## src/hcsp_pkg.sv

```systemverilog
// ----------------------------------------------------------------------------
// hcsp_pkg: shared types and constants of the semaphore pool
// Command and result beat types, command codes, decoded operations and the
// states of the execution sequencer.
// ----------------------------------------------------------------------------
package hcsp_pkg;

	localparam int INDEX_BITS = 6;
	localparam int GEN_BITS = 25;
	localparam logic [GEN_BITS-1:0] GEN_MAX = 25'h1ffffff;

	localparam int SLOTS_DEF = 64;
	localparam int QUEUE_DEPTH_DEF = 8;
	localparam int TASK_ID_BITS_DEF = 8;
	localparam int COUNT_BITS_DEF = 16;

	localparam logic [2:0] CMD_ALLOC = 3'd0;
	localparam logic [2:0] CMD_WAIT = 3'd1;
	localparam logic [2:0] CMD_TRYWAIT = 3'd2;
	localparam logic [2:0] CMD_POST = 3'd3;
	localparam logic [2:0] CMD_FREE = 3'd4;
	localparam logic [2:0] CMD_DETACH = 3'd5;

	typedef struct packed {
		logic [2:0] command;
		logic [30:0] handle;
		logic [15:0] initial_count;
		logic [7:0] task_id;
	} cmd_t;

	typedef struct packed {
		logic ok;
		logic blocked;
		logic [30:0] new_handle;
		logic woken_valid;
		logic [7:0] woken_task;
	} rsp_t;

	typedef enum logic [2:0] {
		OP_ALLOC,
		OP_WAIT,
		OP_TRYWAIT,
		OP_POST,
		OP_FREE,
		OP_DETACH,
		OP_NONE
	} op_t;

	// classified command as it waits in the queue
	typedef struct packed {
		op_t op;
		logic bad;
		logic [INDEX_BITS-1:0] idx;
		logic [GEN_BITS-1:0] gen;
		logic [15:0] init;
		logic [7:0] tid;
	} req_t;

	typedef enum logic [2:0] {
		S_IDLE,
		S_LOOK,
		S_WAKE,
		S_DSCAN,
		S_DHDR,
		S_DWALK
	} state_t;

endpackage

```

## src/hcsp_queue.sv

```systemverilog
// ----------------------------------------------------------------------------
// hcsp_queue: two-entry command queue
// Decouples command intake from execution.
// ----------------------------------------------------------------------------
module hcsp_queue (
	input logic clk,
	input logic arst_n,
	input logic push,
	input hcsp_pkg::req_t wdata,
	input logic pop,
	output hcsp_pkg::req_t rdata,
	output logic full,
	output logic empty
);

	hcsp_pkg::req_t ent_q [2];
	logic wp_q;
	logic rp_q;
	logic [1:0] cnt_q;

	assign full = (cnt_q == 2'd2);
	assign empty = (cnt_q == 2'd0);
	assign rdata = ent_q[rp_q];

	always_ff @(posedge clk) begin
		if (push) begin
			ent_q[wp_q] <= wdata;
		end
	end

	always_ff @(posedge clk or negedge arst_n) begin
		if (!arst_n) begin
			wp_q <= 1'b0;
			rp_q <= 1'b0;
			cnt_q <= 2'd0;
		end else begin
			if (push) begin
				wp_q <= !wp_q;
			end
			if (pop) begin
				rp_q <= !rp_q;
			end
			cnt_q <= cnt_q + 2'(push) - 2'(pop);
		end
	end

	assert property (@(posedge clk) disable iff (!arst_n) full |-> !push)
		else $error("push into full queue");
	assert property (@(posedge clk) disable iff (!arst_n) empty |-> !pop)
		else $error("pop from empty queue");
	assert property (@(posedge clk) disable iff (!arst_n) cnt_q != 2'd3)
		else $error("queue count out of range");

endmodule

```

## config.mk

```make
export PLATFORM = sky130hd
export DESIGN_NAME = hcsp_queue
export DESIGN_NICKNAME = d
export VERILOG_FILES = /design/src/hcsp_pkg.sv /design/src/hcsp_queue.sv
export SDC_FILE = /design/constraint.sdc
export NUM_CORES = 1
export LEC_CHECK = 0
export BUFFER_PORTS_ARGS = -buffer_cell sky130_fd_sc_hd__buf_2
export CORE_ASPECT_RATIO = 0.8
export CORE_MARGIN = 1.5
export CORE_UTILIZATION = 52
export DETAILED_ROUTE_END_ITERATION = 10
export HOLD_SLACK_MARGIN = 0.03
export PLACE_DENSITY = 0.79
export REMOVE_ABC_BUFFERS = 1
export SKIP_CTS_REPAIR_TIMING = 1
export SLEW_MARGIN = 30
export SYNTH_ARGS = -nofsm -noshare
export SYNTH_HDL_FRONTEND = slang
export SYNTH_SLANG_ARGS = --single-unit
```

## constraint.sdc

```tcl
create_clock -name clk -period 5.05 [get_ports clk]
set_clock_uncertainty 0.15 [all_clocks]
set_input_delay 0.505 -clock clk [delete_from_list [all_inputs] [get_ports clk]]
set_output_delay 0.505 -clock clk [all_outputs]
set_load 0.05 [all_outputs]
```

* Word-level counts from Yosys, hierarchy flattened
Memory sizes are Yosys's and may differ from the RTL's.
Cells that the tools add are included.
W data, S select, Z words.
** Word-level totals
- Register bits after elaboration :: 4
- Bits in latches :: 0
- Bits in writable memories :: 118
- Memory bits (read-only) :: 0
- Bits of input ports :: 63
- Logic and storage cells :: 12
- Memories :: 1
** Memory list
- ent_q :: words 2, bits a word 59, read ports 1, clocked after Yosys merged registers in 0, write ports 1, line hcsp_queue.sv:16 : hcsp_pkg::req_t ent_q [2];
** Cells by class
- $add $sub $neg :: 2
- $mul :: 0
- Div/mod/pow operators :: 0
- $lt $le $gt $ge :: 0
- Equal/unequal tests :: 1
- Shift operators :: 0
- Muxes and demuxes :: 2
- Bitwise operators :: 0
- Reductions and logical operators :: 3
** Operators with widths (number)
- $add A2 B1 Y2 :: 1
- $eq A2 B2 Y1 const B :: 1
- $logic_not A1 Y1 :: 2
- $logic_not A2 Y1 :: 1
- $mux W1 :: 2
- $sub A2 B1 Y2 :: 1

* Longest topological paths before layout
- Depth in word-level cells :: 2
- Gate-level depth with buffers :: 5
- Mapped depth without buffers :: 5

* Least setup slack after synthesis
No wires, ideal clock.
- Kind :: in2reg
- Start point :: in push
- End point :: mem ent_q[0][0] in the netlist's numbering, enable pin
- Data arrival time :: 3.106 ns
- Data required time :: 4.417 ns
- Setup slack :: 1.311 ns
- Stages :: 1
- Buffers on the path :: 0
- Cells stage by stage :: nor2b_1
** On the way
- Cells in the longest elaborated chain, start to end :: 2
** Ends and longest elaborated chain
- start: declaration :: line hcsp_queue.sv:8 : input logic push,
- $mux W1 :: line hcsp_queue.sv:26 : if (push) begin
- $mux W1 (implied by the code) :: line hcsp_queue.sv:27 : ent_q[wp_q] <= wdata;
- end: declaration :: line hcsp_queue.sv:16
Every way passes these cells.

==> impl_metrics.env <==
export IMPL_dr_pass1_iters=4
export IMPL_crit_path_max_incr_delay_ps=670
export IMPL_grt_pass1_vias=2257
export IMPL_multi_input_area_um2=983.4
export IMPL_die_h_um=88.55
export IMPL_tns_ps=0
export IMPL_whs_ps=145.6
export IMPL_clkPwrFrac=0.281
export IMPL_grt_pass1_wl_mm=11.30
export IMPL_ant_nets=0
export IMPL_start_util=0.5309
export IMPL_ff2ff_setup_slack_ps=2900
export IMPL_final_area_um2=6101
export IMPL_core_um2=8960
export IMPL_cp_slowest_cell="dfrtp_4"
export IMPL_avgSynthCellArea_um2=23.90
export IMPL_hold_violations=0
export IMPL_relSlewSlack=0.4932
export IMPL_startpoint="rp_q$_DFFE_PN0P_"
export IMPL_antennaDiodeCount=0
export IMPL_crit_required_ps=4390
export IMPL_fin_crit_sh=0.5471
export IMPL_yosysUniqueCellTypes=12
export IMPL_reg2reg_depth=2
export IMPL_grtUsageTotal=0.1649
export IMPL_hold_class="in -> reg"
export IMPL_drc=0
export IMPL_ir_worst_vdd_v=0.0004284
export IMPL_cts_sinks=122
export IMPL_synth_cells=199
export IMPL_run_status="complete, no violations"
export IMPL_p_leak_nw=2.527
export IMPL_ys_ff_latch=122
export IMPL_place_area_um2=5453
export IMPL_crit_cells=4
export IMPL_place_ws_ps=2583
export IMPL_netlist_area_um2=4757
export IMPL_fp_dieArea_um2=9735
export IMPL_syn2layout_area_growth_pct=28.25
export IMPL_postLayoutCoreUtil=0.6809
export IMPL_cts_htree_levels=4
export IMPL_route_vias_total=2284
export IMPL_nFillCells=583
export IMPL_fin_crit_ps=2763
export IMPL_crit_top_cell="buf_12"
export IMPL_clock_latency_ps=390
export IMPL_clock_path_buffers=2
export IMPL_die_w_um=109.9
export IMPL_wirelength_mm=7.759
export IMPL_startpoint_type="register"
export IMPL_worstSetupPathType="reg -> out"
export IMPL_powerDensity_nw_per_um2=709.4
export IMPL_antenna_found_initial=0
export IMPL_placed_cells=434
export IMPL_dp_final_hpwl_mm=5.067
export IMPL_clkTransAtPathRegs_ps=50
export IMPL_dr_first_iter_drc_count=73
export IMPL_port_buffers=123
export IMPL_p_sw_frac=0.3663
export IMPL_crit_path_end="rdata[50]"
export IMPL_via_per_inst=4.880
export IMPL_final_layout_size_suffix_gt1_frac=0.6176
export IMPL_power_switching_mw=1.585
export IMPL_worstMarginPinSlew_ps=760.3
export IMPL_r2r_end="ent_q[1][20]$_DFFE_PP_"
export IMPL_p_int_mw=2.743
export IMPL_seq_power_share=0.335
export IMPL_worstReg2RegStart="wp_q$_DFFE_PN0P_"
export IMPL_finalSetupViolCount=0
export IMPL_power_mw=4.328
export IMPL_overflow=0
export IMPL_maxCapViolCount=0
export IMPL_combPwrFrac=0.384
export IMPL_ios=124
export IMPL_place_gp_congestion=0.6344
export IMPL_stdcell_count=468
export IMPL_layout_nets=405
export IMPL_seqCellArea_um2=3647
export IMPL_rows=31
export IMPL_clock_fmax_ghz=0.3619
export IMPL_yosys_warnings=0
export IMPL_end_kind="primary output"
export IMPL_grt_start_max_net_pins=32
export IMPL_cp_arrival_ps=2110
export IMPL_ys_seq_area_frac=0.7659
export IMPL_cp_num_buf_inv=3
export IMPL_worstPathMaxFanout=22
export IMPL_grt_setup_unrepaired="false"
export IMPL_crit_family="buffers and inverters"
export IMPL_cts_buffers_inserted=17
export IMPL_wl_per_cell_um=16.58
export IMPL_root_buffer="clkbuf_16"
export IMPL_crit_chain="buf_12 > buf_12 > mux2_4 > buf_2"
export IMPL_fin_ws_ps=2287
export IMPL_slew_violations=0
export IMPL_cts_tree="done"
==> power by group through the flow <==
stage	Combinational (mW)	Sequential [mW]	Clock, mW
floorplan	1.32	1.52	0
global placement	1.54	1.55	0
detailed placement	1.66	1.47	0
CTS	1.67	1.46	1.24
global route	1.74	1.47	1.29
finish	1.66	1.45	1.22
==> routing by layer <==
layer	vias up	track usage	share of wire
met1	1111	0.2068	0.43
met2	95	0.2648	0.48
li1	1069	-	-
met3	9	0.06480	0.076
met4	0	0.05667	0.010
met5	-	0	0
==> layout make-up <==
type	count	area share
clock buffer	25	0.08121
clock inverter	7	0.01887
inverter	2	0.001231
multi-input combinational	68	0.1612
sequential	122	0.5978
tap	115	0.02358
timing repair buffer	129	0.1161
==> flip-flops by register name, indices dropped and copies added (netlist names) <==
register,cells
rp_q,1
ent_q,118
cnt_q,2
wp_q,1
==> worst reg2reg max path: cells and delay by family, from the launching register on <==
family                 cells  cell delay [ps]
AND/OR/NAND/NOR            1              690
buffers and inverters      1              510
flip-flops                 1              440
==> kinds of logic (layout without fill, tap and decap cells) <==
logic type,Yosys count,count (layout),synth area share
simple gates,4,4,0.004734
xor+xnor,3,3,0.008680
mux,59,59,0.1862
buf+inv,9,163,0.02920
flops,122,122,0.7659
fa+ha+maj,2,2,0.005260
==> cell usage after synthesis <==
| master | instances | area share |
|---|---|---|
| xor3_1 | 1 | 0.0050 |
| and2_1 | 1 | 0.0013 |
| nor2_1 | 1 | 0.00079 |
| edfxtp_1 | 118 | 0.74 |
| ha_1 | 2 | 0.0053 |
| nor2b_1 | 2 | 0.0026 |
| mux2_4 | 59 | 0.19 |
| buf_6 | 1 | 0.0024 |
| dfrtp_1 | 4 | 0.021 |
| xor2_1 | 2 | 0.0037 |
| buf_12 | 6 | 0.025 |
| inv_1 | 2 | 0.0016 |
==> placed cells by master, fill, tap and decap left out <==
cell,n
buf_2,123
edfxtp_1,118
mux2_4,59
clkbuf_16,17
clkbuf_1,4
clkbuf_8,4
bufinv_16,3
dfrtp_1,3
inv_1,2
xor2_1,2
ha_1,2
clkinv_2,2
clkinvlp_4,2
buf_12,2
buf_4,2
xor3_1,1
nor2b_4,1
nor2_1,1
nor2b_1,1
and2_2,1
dlygate4sd3_1,1
buf_16,1
dfrtp_4,1
==> how the worst min path moves through the flow <==
stage          startpoint                     end  slack, ps  cells past startpoint
2_1_floorplan      arst_n      cnt_q[0]$_DFF_PN0_         60                      0
3_3_place_gp       arst_n      cnt_q[0]$_DFF_PN0_        160                      1
3_5_place_dp       arst_n      cnt_q[0]$_DFF_PN0_        170                      1
4_1_cts            arst_n      cnt_q[0]$_DFF_PN0_       -260                      1
5_1_grt         wdata[56]  ent_q[1][56]$_DFFE_PP_        130                      1
6_report        wdata[57]  ent_q[0][57]$_DFFE_PP_        150                      1
(Power assumes the default switching activity.)
