## config.mk

```make
export PLATFORM = sky130hd
export DESIGN_NAME = hcsp_front
export DESIGN_NICKNAME = d
export VERILOG_FILES = /design/src/hcsp_pkg.sv /design/src/hcsp_front.sv
export SDC_FILE = /design/constraint.sdc
export NUM_CORES = 1
export LEC_CHECK = 0
export BUFFER_PORTS_ARGS = -buffer_cell sky130_fd_sc_hd__clkbuf_2
export CAP_MARGIN = 10
export CORE_ASPECT_RATIO = 0.8
export CORE_MARGIN = 8
export CORE_UTILIZATION = 23
export DETAILED_ROUTE_END_ITERATION = 12
export PLACE_DENSITY = 0.92
export REMOVE_ABC_BUFFERS = 1
export SLEW_MARGIN = 10
export SYNTH_ARGS = -nofsm -noshare
export SYNTH_HDL_FRONTEND = slang
export SYNTH_SLANG_ARGS = --single-unit
```

## constraint.sdc

```tcl
create_clock -name vclk -period 1.26
set_input_delay 0.378 -clock vclk [all_inputs]
set_output_delay 0.378 -clock vclk [all_outputs]
set_load 0.005 [all_outputs]
```

## src/hcsp_pkg.sv

```systemverilog
// ----------------------------------------------------------------------------
// hcsp_pkg: shared types and constants of the semaphore pool
// Command and result beat types, command codes, decoded operations and the
// states of the execution sequencer.
// ----------------------------------------------------------------------------
package hcsp_pkg;

	localparam int INDEX_BITS = 6;
	localparam int GEN_BITS = 25;
	localparam logic [GEN_BITS-1:0] GEN_MAX = 25'h1ffffff;

	localparam int SLOTS_DEF = 64;
	localparam int QUEUE_DEPTH_DEF = 8;
	localparam int TASK_ID_BITS_DEF = 8;
	localparam int COUNT_BITS_DEF = 16;

	localparam logic [2:0] CMD_ALLOC = 3'd0;
	localparam logic [2:0] CMD_WAIT = 3'd1;
	localparam logic [2:0] CMD_TRYWAIT = 3'd2;
	localparam logic [2:0] CMD_POST = 3'd3;
	localparam logic [2:0] CMD_FREE = 3'd4;
	localparam logic [2:0] CMD_DETACH = 3'd5;

	typedef struct packed {
		logic [2:0] command;
		logic [30:0] handle;
		logic [15:0] initial_count;
		logic [7:0] task_id;
	} cmd_t;

	typedef struct packed {
		logic ok;
		logic blocked;
		logic [30:0] new_handle;
		logic woken_valid;
		logic [7:0] woken_task;
	} rsp_t;

	typedef enum logic [2:0] {
		OP_ALLOC,
		OP_WAIT,
		OP_TRYWAIT,
		OP_POST,
		OP_FREE,
		OP_DETACH,
		OP_NONE
	} op_t;

	// classified command as it waits in the queue
	typedef struct packed {
		op_t op;
		logic bad;
		logic [INDEX_BITS-1:0] idx;
		logic [GEN_BITS-1:0] gen;
		logic [15:0] init;
		logic [7:0] tid;
	} req_t;

	typedef enum logic [2:0] {
		S_IDLE,
		S_LOOK,
		S_WAKE,
		S_DSCAN,
		S_DHDR,
		S_DWALK
	} state_t;

endpackage

```

## src/hcsp_front.sv

```systemverilog
// ----------------------------------------------------------------------------
// hcsp_front: command intake
// Accepts command beats, decodes the opcode and splits and pre-checks the
// handle before the command enters the queue.
// ----------------------------------------------------------------------------
module hcsp_front #(
	parameter int SLOTS = hcsp_pkg::SLOTS_DEF
) (
	input logic start,
	input logic full,
	input hcsp_pkg::cmd_t cmd,
	output logic push,
	output hcsp_pkg::req_t req
);

	assign push = start && !full;

	always_comb begin
		req.idx = cmd.handle[hcsp_pkg::INDEX_BITS-1:0];
		req.gen = cmd.handle[30:hcsp_pkg::INDEX_BITS];
		req.init = cmd.initial_count;
		req.tid = cmd.task_id;
		// index beyond the pool or generation zero never names a live slot
		req.bad = ({1'b0, req.idx} >= 7'(SLOTS)) || (req.gen == '0);
		unique case (cmd.command)
			hcsp_pkg::CMD_ALLOC: req.op = hcsp_pkg::OP_ALLOC;
			hcsp_pkg::CMD_WAIT: req.op = hcsp_pkg::OP_WAIT;
			hcsp_pkg::CMD_TRYWAIT: req.op = hcsp_pkg::OP_TRYWAIT;
			hcsp_pkg::CMD_POST: req.op = hcsp_pkg::OP_POST;
			hcsp_pkg::CMD_FREE: req.op = hcsp_pkg::OP_FREE;
			hcsp_pkg::CMD_DETACH: req.op = hcsp_pkg::OP_DETACH;
			default: req.op = hcsp_pkg::OP_NONE;
		endcase
	end

endmodule

```

Yosys cells after proc, flatten, opt, wreduce, memory -nomap -nowiden --
Cells that the tools add are included.
Storage, ports and cells: memory bits (read-only) 0, bits of input ports 60, memories 0, output and inout port bits 60, flip-flop bits (word level) 0, bits in latches 0, memory bits (writable) 0, word-level logic and storage cells 10
Operators by class: add/sub/neg operators 0, multiply operators 0, reduce and logical (&&, ||, !) cells 4, shift operators 0, equality and inequality tests 5, $lt $le $gt $ge 0, mux-type cells 1, bitwise gates (word level) 0, divide/modulo/power cells 0
Operators with widths (count):
- logical NOT 25 bit | 1
- case mux 3 bit (6 select lines) | 1
- == test 3 x 2 -> 1 bit (second input constant) | 2
- == test 3 bit (second input constant) | 2
- == test 3 x 1 -> 1 bit (second input constant) | 1
- logical NOT 3 bit | 1
- logical AND 1 bit | 1
- logical NOT 1 bit | 1

Logic depth before layout (Yosys ltp) --
Gate-level depths: netlist (run 1).
word-level depth 2, mapped depth 3, mapped depth without buffers 3

Worst setup path after synthesis (run 1) --
Ideal clock, no wire load.
path type input to output, from input port cmd[31] (netlist bit), to output port req[55] (netlist bit), required time 0.882 ns, path buffers 0, arrival time 0.863 ns, path slack 0.019 ns, stages on the path 3, path through nor4_1 > nand4_1 > nor2_1
RTL lines:
- start: declaration | RTL line hcsp_front.sv:11 | input hcsp_pkg::cmd_t cmd,
- end: declaration | RTL line hcsp_front.sv:13 | output hcsp_pkg::req_t req

==> flow_metrics.env, run 1 <==
export IMPL_tightestPinTransition_ns=0.2148
export IMPL_finish_instance_area_um2=541.8
export IMPL_num_fill_cells=212
export IMPL_min_from="cmd[24]"
export IMPL_cellPowerDensity_nw_per_um2=300.8
export IMPL_timing_final_max_slew_violations=0
export IMPL_postLayoutSetupSlackWorst_ns=-0.2381
export IMPL_area_delta_synth_final_pct=10.74
export IMPL_critical_path_buf_inv_count=2
export IMPL_path_delay_family="simple AND/OR/NAND/NOR gates"
export IMPL_hold_fails_final_rpt=0
export IMPL_postCtsSetupBuffers=0
export IMPL_vias=470
export IMPL_cp_cell_sequence="buf_6 > nor4_4 > nand4_1 > nor2_1 > buf_2"
export IMPL_number_of_optimization_iterations_in_the_first_detailed_route_pass=2
export IMPL_core_um2=2083
export IMPL_wl_per_cell_um=22.09
export IMPL_netlist_cell_type_count=9
export IMPL_worst_ir_drop_vdd_uv=141.6
export IMPL_postSynthCellCount=69
export IMPL_fmax_mhz=667.5
export IMPL_worst_slew_slack_as_a_fraction_of_its_limit_pct=85.55
export IMPL_power_static_leakage_uw=0.0003191
export IMPL_layout_drive_gt1_share_pct=90.12
export IMPL_final_min_clock_period_ns=1.498
export IMPL_syn_area_um2=489.2
export IMPL_drt_wirelength_mm=2.342
export IMPL_post_route_clock_period_utilization_pct=118.9
export IMPL_synth_yosys_warnings=0
export IMPL_timing_final_setup_violations=1
export IMPL_first_global_vias=552
export IMPL_drc_errors=0
export IMPL_cts_hold_repair_buffers=0
export IMPL_cpMaxStageDelayCell="sky130_fd_sc_hd__nor4_4"
export IMPL_hold_path_class="primary input to output port"
export IMPL_grt_pass1_wl_mm=3.049
export IMPL_syn_area_per_cell_um2=7.090
export IMPL_grt_overflow_total=0
export IMPL_whs_path_depth=0
export IMPL_sequential_cell_count=0
export IMPL_die_y_um=57.25
export IMPL_buffer_ports_inserted=60
export IMPL_rows=15
export IMPL_timing_setup_critical_path_class="primary input to output port"
export IMPL_dp_slack_ns=-0.4403
export IMPL_gp_congestion=0.7844
export IMPL_ant_nets=0
export IMPL_drt_first_iter_violations=2
export IMPL_maxCapViolations=0
export IMPL_critPathCaptureType="output port"
export IMPL_cp_slowest_stage_delay_ns=0.26
export IMPL_status="complete, but fails checks"
export IMPL_worstPathRequired_ns=0.88
export IMPL_vias_per_cell=4.434
export IMPL_worstSetupStartpointType="primary input"
export IMPL_top_level_ports=120
export IMPL_layout_clock_buffer_count=0
export IMPL_critical_path_peak_fanout=2
export IMPL_worst_hold_end="req[49]"
export IMPL_final_net_count=143
export IMPL_worstPathArrival_ns=1.12
export IMPL_pin_count_of_the_biggest_net_entering_global_routing=3
export IMPL_seq_area_um2=0
export IMPL_antenna_found_initial=0
export IMPL_die_width_um=67.57
export IMPL_grt_total_usage_pct=10.76
export IMPL_antenna_cells=0
export IMPL_setup_repair_after_global_routing_missed_its_margin="yes"
export IMPL_seq_area_frac_synth_pct=0
export IMPL_start_util_pct=23.48
export IMPL_die_area_um2=3868
export IMPL_multi_input_comb_area_um2=111.4
export IMPL_violations="setup timing"
export IMPL_placedInstanceArea_um2=483.0
report_power, final:
part,switching (uW),internal (uW),total [uW]
clock network,0,0,0
registers,0,0,0
logic,65.0,98.0,163
final cells by class:
class / count / area share, %
multi-input combinational: 12 / 20.55
tap: 25 / 5.774
timing repair buffer: 69 / 73.67
cell usage after synthesis:
master	count	area (um2)
sky130_fd_sc_hd__nor4_1	5	31.28
sky130_fd_sc_hd__nand4_1	1	6.260
sky130_fd_sc_hd__nor3_1	1	5.000
sky130_fd_sc_hd__nor2b_1	1	6.260
sky130_fd_sc_hd__clkbuf_1	2	7.510
sky130_fd_sc_hd__nor2_1	2	7.510
sky130_fd_sc_hd__nand3_1	1	5.000
sky130_fd_sc_hd__a21boi_0	1	7.510
sky130_fd_sc_hd__buf_4	55	412.9
cells in the final DEF, fill, tap and decap left out:
cell	Yosys	final
sky130_fd_sc_hd__nand3_1	1	1
sky130_fd_sc_hd__buf_6	0	5
sky130_fd_sc_hd__nor4_2	0	2
sky130_fd_sc_hd__nor2b_1	1	1
sky130_fd_sc_hd__buf_4	55	9
sky130_fd_sc_hd__nand4_1	1	1
sky130_fd_sc_hd__nor3_1	1	1
sky130_fd_sc_hd__nor4_1	5	1
sky130_fd_sc_hd__a21boi_0	1	1
sky130_fd_sc_hd__clkbuf_2	0	54
sky130_fd_sc_hd__nor2_1	2	2
sky130_fd_sc_hd__nor4_4	0	2
sky130_fd_sc_hd__buf_2	0	1
kinds of logic (layout without fill, tap and decap cells):
logic type / count (synthesis) / count (layout) / synth area share (%)
compound gates: 1 / 1 / 1.535
buf+inv: 57 / 69 / 85.93
simple gates: 11 / 11 / 12.53
metal layers:
layer  routed length, um  vias up  global-route usage (%)
li1                    -      193                       -
met1                 795      190                   11.53
met2                 827       83                   12.42
met3                 671        2                   14.06
met4                   0        2                       0
met5                  48        -                   10.77
repair_timing:
item | 4_1_cts | 5_1_grt
resized for setup | 3 | 16
hold endpoints to repair | 0 | 0
setup endpoints to repair | 1 | 1
pin swaps | 3 | 5
through the flow:
step	power (uW)	setup TNS (ns)	instances	hold slack, ns	util (%)
after floorplan	7.551	0	12	0.7560	-
after global placement	143.8	-0.4242	108	0.7560	23.18
after detailed placement	145.0	-0.4403	108	0.7560	23.18
after CTS	148.1	-0.2844	106	0.7560	23.36
after global routing	177.7	-0.3249	106	0.7560	26.01
final	163.0	-0.2381	106	0.7560	26.01
worst max path at each step:
stage                        from      end  slack, ns  depth (start not counted)
final                     cmd[34]  req[55]      -0.24                          5
after global routing      cmd[40]  req[55]      -0.32                          5
after CTS                 cmd[39]  req[55]      -0.28                          5
after detailed placement  cmd[34]  req[55]      -0.44                          6
after global placement    cmd[33]  req[55]      -0.42                          6
after floorplan           cmd[31]  req[55]       0.02                          3
Note: power is estimated with default switching activity, not from simulation.
==> run 2, diff against run 1 <==
==> constraint.sdc (replaced) <==
create_clock -name vclk -period 1.6
set_input_delay 0.48 -clock vclk [all_inputs]
set_output_delay 0.48 -clock vclk [all_outputs]
set_load 0.005 [all_outputs]
==> run 2 against run 1 <==
The flow still finishes with violations (setup timing). Wire length up 2.5%. Clock-buffer cell count unchanged. Cell area is 3.5% lower. Utilization decreased by 0.90 points. Die area did not move. Non-clock buffer count is 2 lower. Sequential cell count unchanged. Global-route usage is 0.23 points lower. Critical path depth did not move. Hold slack better by 0.20 ns. Highest routed layer unchanged.
==> flow_metrics.env, run 2 (synthesized netlist as in run 1, its figures left out) <==
export IMPL_status="complete, but fails checks"
export IMPL_violations="setup timing"
export IMPL_cpMaxStageDelayCell="sky130_fd_sc_hd__nor4_4"
export IMPL_cts_hold_repair_buffers=0
export IMPL_postLayoutSetupSlackWorst_ns=-0.1107
export IMPL_setup_repair_after_global_routing_missed_its_margin="yes"
export IMPL_fmax_mhz=584.6
export IMPL_final_cell_mix="sky130_fd_sc_hd__clkbuf_2 (55), sky130_fd_sc_hd__buf_4 (7), sky130_fd_sc_hd__buf_6 (4), sky130_fd_sc_hd__nor4_4 (3)"
export IMPL_antenna_found_initial=0
export IMPL_worst_slew_slack_as_a_fraction_of_its_limit_pct=84.64
export IMPL_grt_pass1_wl_mm=3.001
export IMPL_critPathCaptureType="output port"
export IMPL_vias_per_cell=4.548
export IMPL_post_route_clock_period_utilization_pct=106.9
export IMPL_worstPathRequired_ns=1.12
export IMPL_die_y_um=57.25
export IMPL_fin_cells=104
export IMPL_area_delta_synth_final_pct=6.905
export IMPL_timing_setup_critical_path_class="primary input to output port"
export IMPL_worstPathArrival_ns=1.23
export IMPL_antenna_cells=0
export IMPL_fin_util_pct=25.11
export IMPL_cp_slowest_stage_delay_ns=0.25
export IMPL_critical_path_capture_point="req[55]"
export IMPL_layout_drive_gt1_share_pct=88.61
export IMPL_timing_final_max_slew_violations=0
export IMPL_gp_congestion=0.7801
export IMPL_number_of_optimization_iterations_in_the_first_detailed_route_pass=2
export IMPL_timing_final_setup_violations=1
export IMPL_worst_ir_drop_vdd_uv=113.4
export IMPL_placedInstanceArea_um2=467.9
export IMPL_worstSetupStartpointType="primary input"
export IMPL_cell_count_along_the_critical_path=5
export IMPL_finish_instance_area_um2=523.0
export IMPL_grt_overflow_total=0
export IMPL_pin_count_of_the_biggest_net_entering_global_routing=3
export IMPL_die_width_um=67.57
export IMPL_top_level_ports=120
export IMPL_layout_commonest_cell="sky130_fd_sc_hd__clkbuf_2"
export IMPL_grt_total_usage_pct=10.52
export IMPL_drc_errors=0
export IMPL_buffer_ports_inserted=60
export IMPL_power_total_uw=125.7
export IMPL_postCtsSetupBuffers=0
export IMPL_rows=15
export IMPL_die_area_um2=3868
export IMPL_hold_fails_final_rpt=0
export IMPL_start_util_pct=23.48
export IMPL_cp_cell_sequence="buf_6 > nor4_4 > nand4_1 > nor2_1 > buf_2"
export IMPL_cellPowerDensity_nw_per_um2=240.4
export IMPL_vias=473
export IMPL_final_min_clock_period_ns=1.711
export IMPL_drt_wirelength_mm=2.401
export IMPL_wl_per_cell_um=23.09
export IMPL_path_delay_family="simple AND/OR/NAND/NOR gates"
export IMPL_ant_nets=0
export IMPL_core_um2=2083
export IMPL_crit_start="cmd[40]"
export IMPL_drt_first_iter_violations=5
export IMPL_dpl_hpwl_mm=2.175
export IMPL_hold_path_class="primary input to output port"
export IMPL_seq_area_um2=0
export IMPL_layout_clock_buffer_count=0
export IMPL_final_net_count=141
export IMPL_tightestPinTransition_ns=0.2283
export IMPL_fin_hold_ws_ns=0.9600
export IMPL_dp_cells=106
export IMPL_critical_path_peak_fanout=2
export IMPL_first_global_vias=553
export IMPL_sequential_cell_count=0
export IMPL_maxCapViolations=0
export IMPL_power_static_leakage_uw=0.0003087
export IMPL_critical_path_buf_inv_count=2
[run 2: changes by cell type in the layout (fill, tap and decap cells not counted), sizes merged]
cell and change:
buf -3, clkbuf +1
[run 2: worst min path at each step]
stage / from / end / slack, ns / cells past startpoint
finish: cmd[24] / req[49] / 0.96 / 0
global route: cmd[24] / req[49] / 0.96 / 0
CTS: cmd[24] / req[49] / 0.96 / 0
detailed placement: cmd[24] / req[49] / 0.96 / 0
global placement: cmd[24] / req[49] / 0.96 / 0
floorplan: cmd[0] / req[0] / 0.96 / 0
[run 2: layer usage]
layer	global-route usage, %	vias to the layer above	part of all wire (%)
li1	-	189	-
met1	12.08	195	35
met2	12.01	85	37
met3	12.50	2	26
met4	0	2	0
met5	10.77	-	2.0
[run 2: where the power goes]
part	internal, uW	leakage [uW]	switching [uW]	total (uW)
Clock	0	0	0	0
Combinational	72.9	0.000309	52.8	126
Sequential	0	0	0	0
[run 2: area by class of cell]
type	instances	area, um2
repair buffers	67	377.9
well taps	25	31.28
multi-input cells	12	113.9
fillers	238	1560
[run 2: per-stage QoR]
| step | setup slack [ns] | setup TNS, ns |
|---|---|---|
| finish | -0.1107 | -0.1107 |
| global route | -0.1778 | -0.1778 |
| CTS | -0.1604 | -0.1604 |
| detailed placement | -0.2700 | -0.2700 |
| global placement | -0.2860 | -0.2860 |
| floorplan | 0.1545 | 0 |
[run 2: repair_timing]
action | in CTS | in global routing
gates resized for setup | 2 | 14
setup endpoints to repair | 1 | 1
pin swaps | 5 | 5
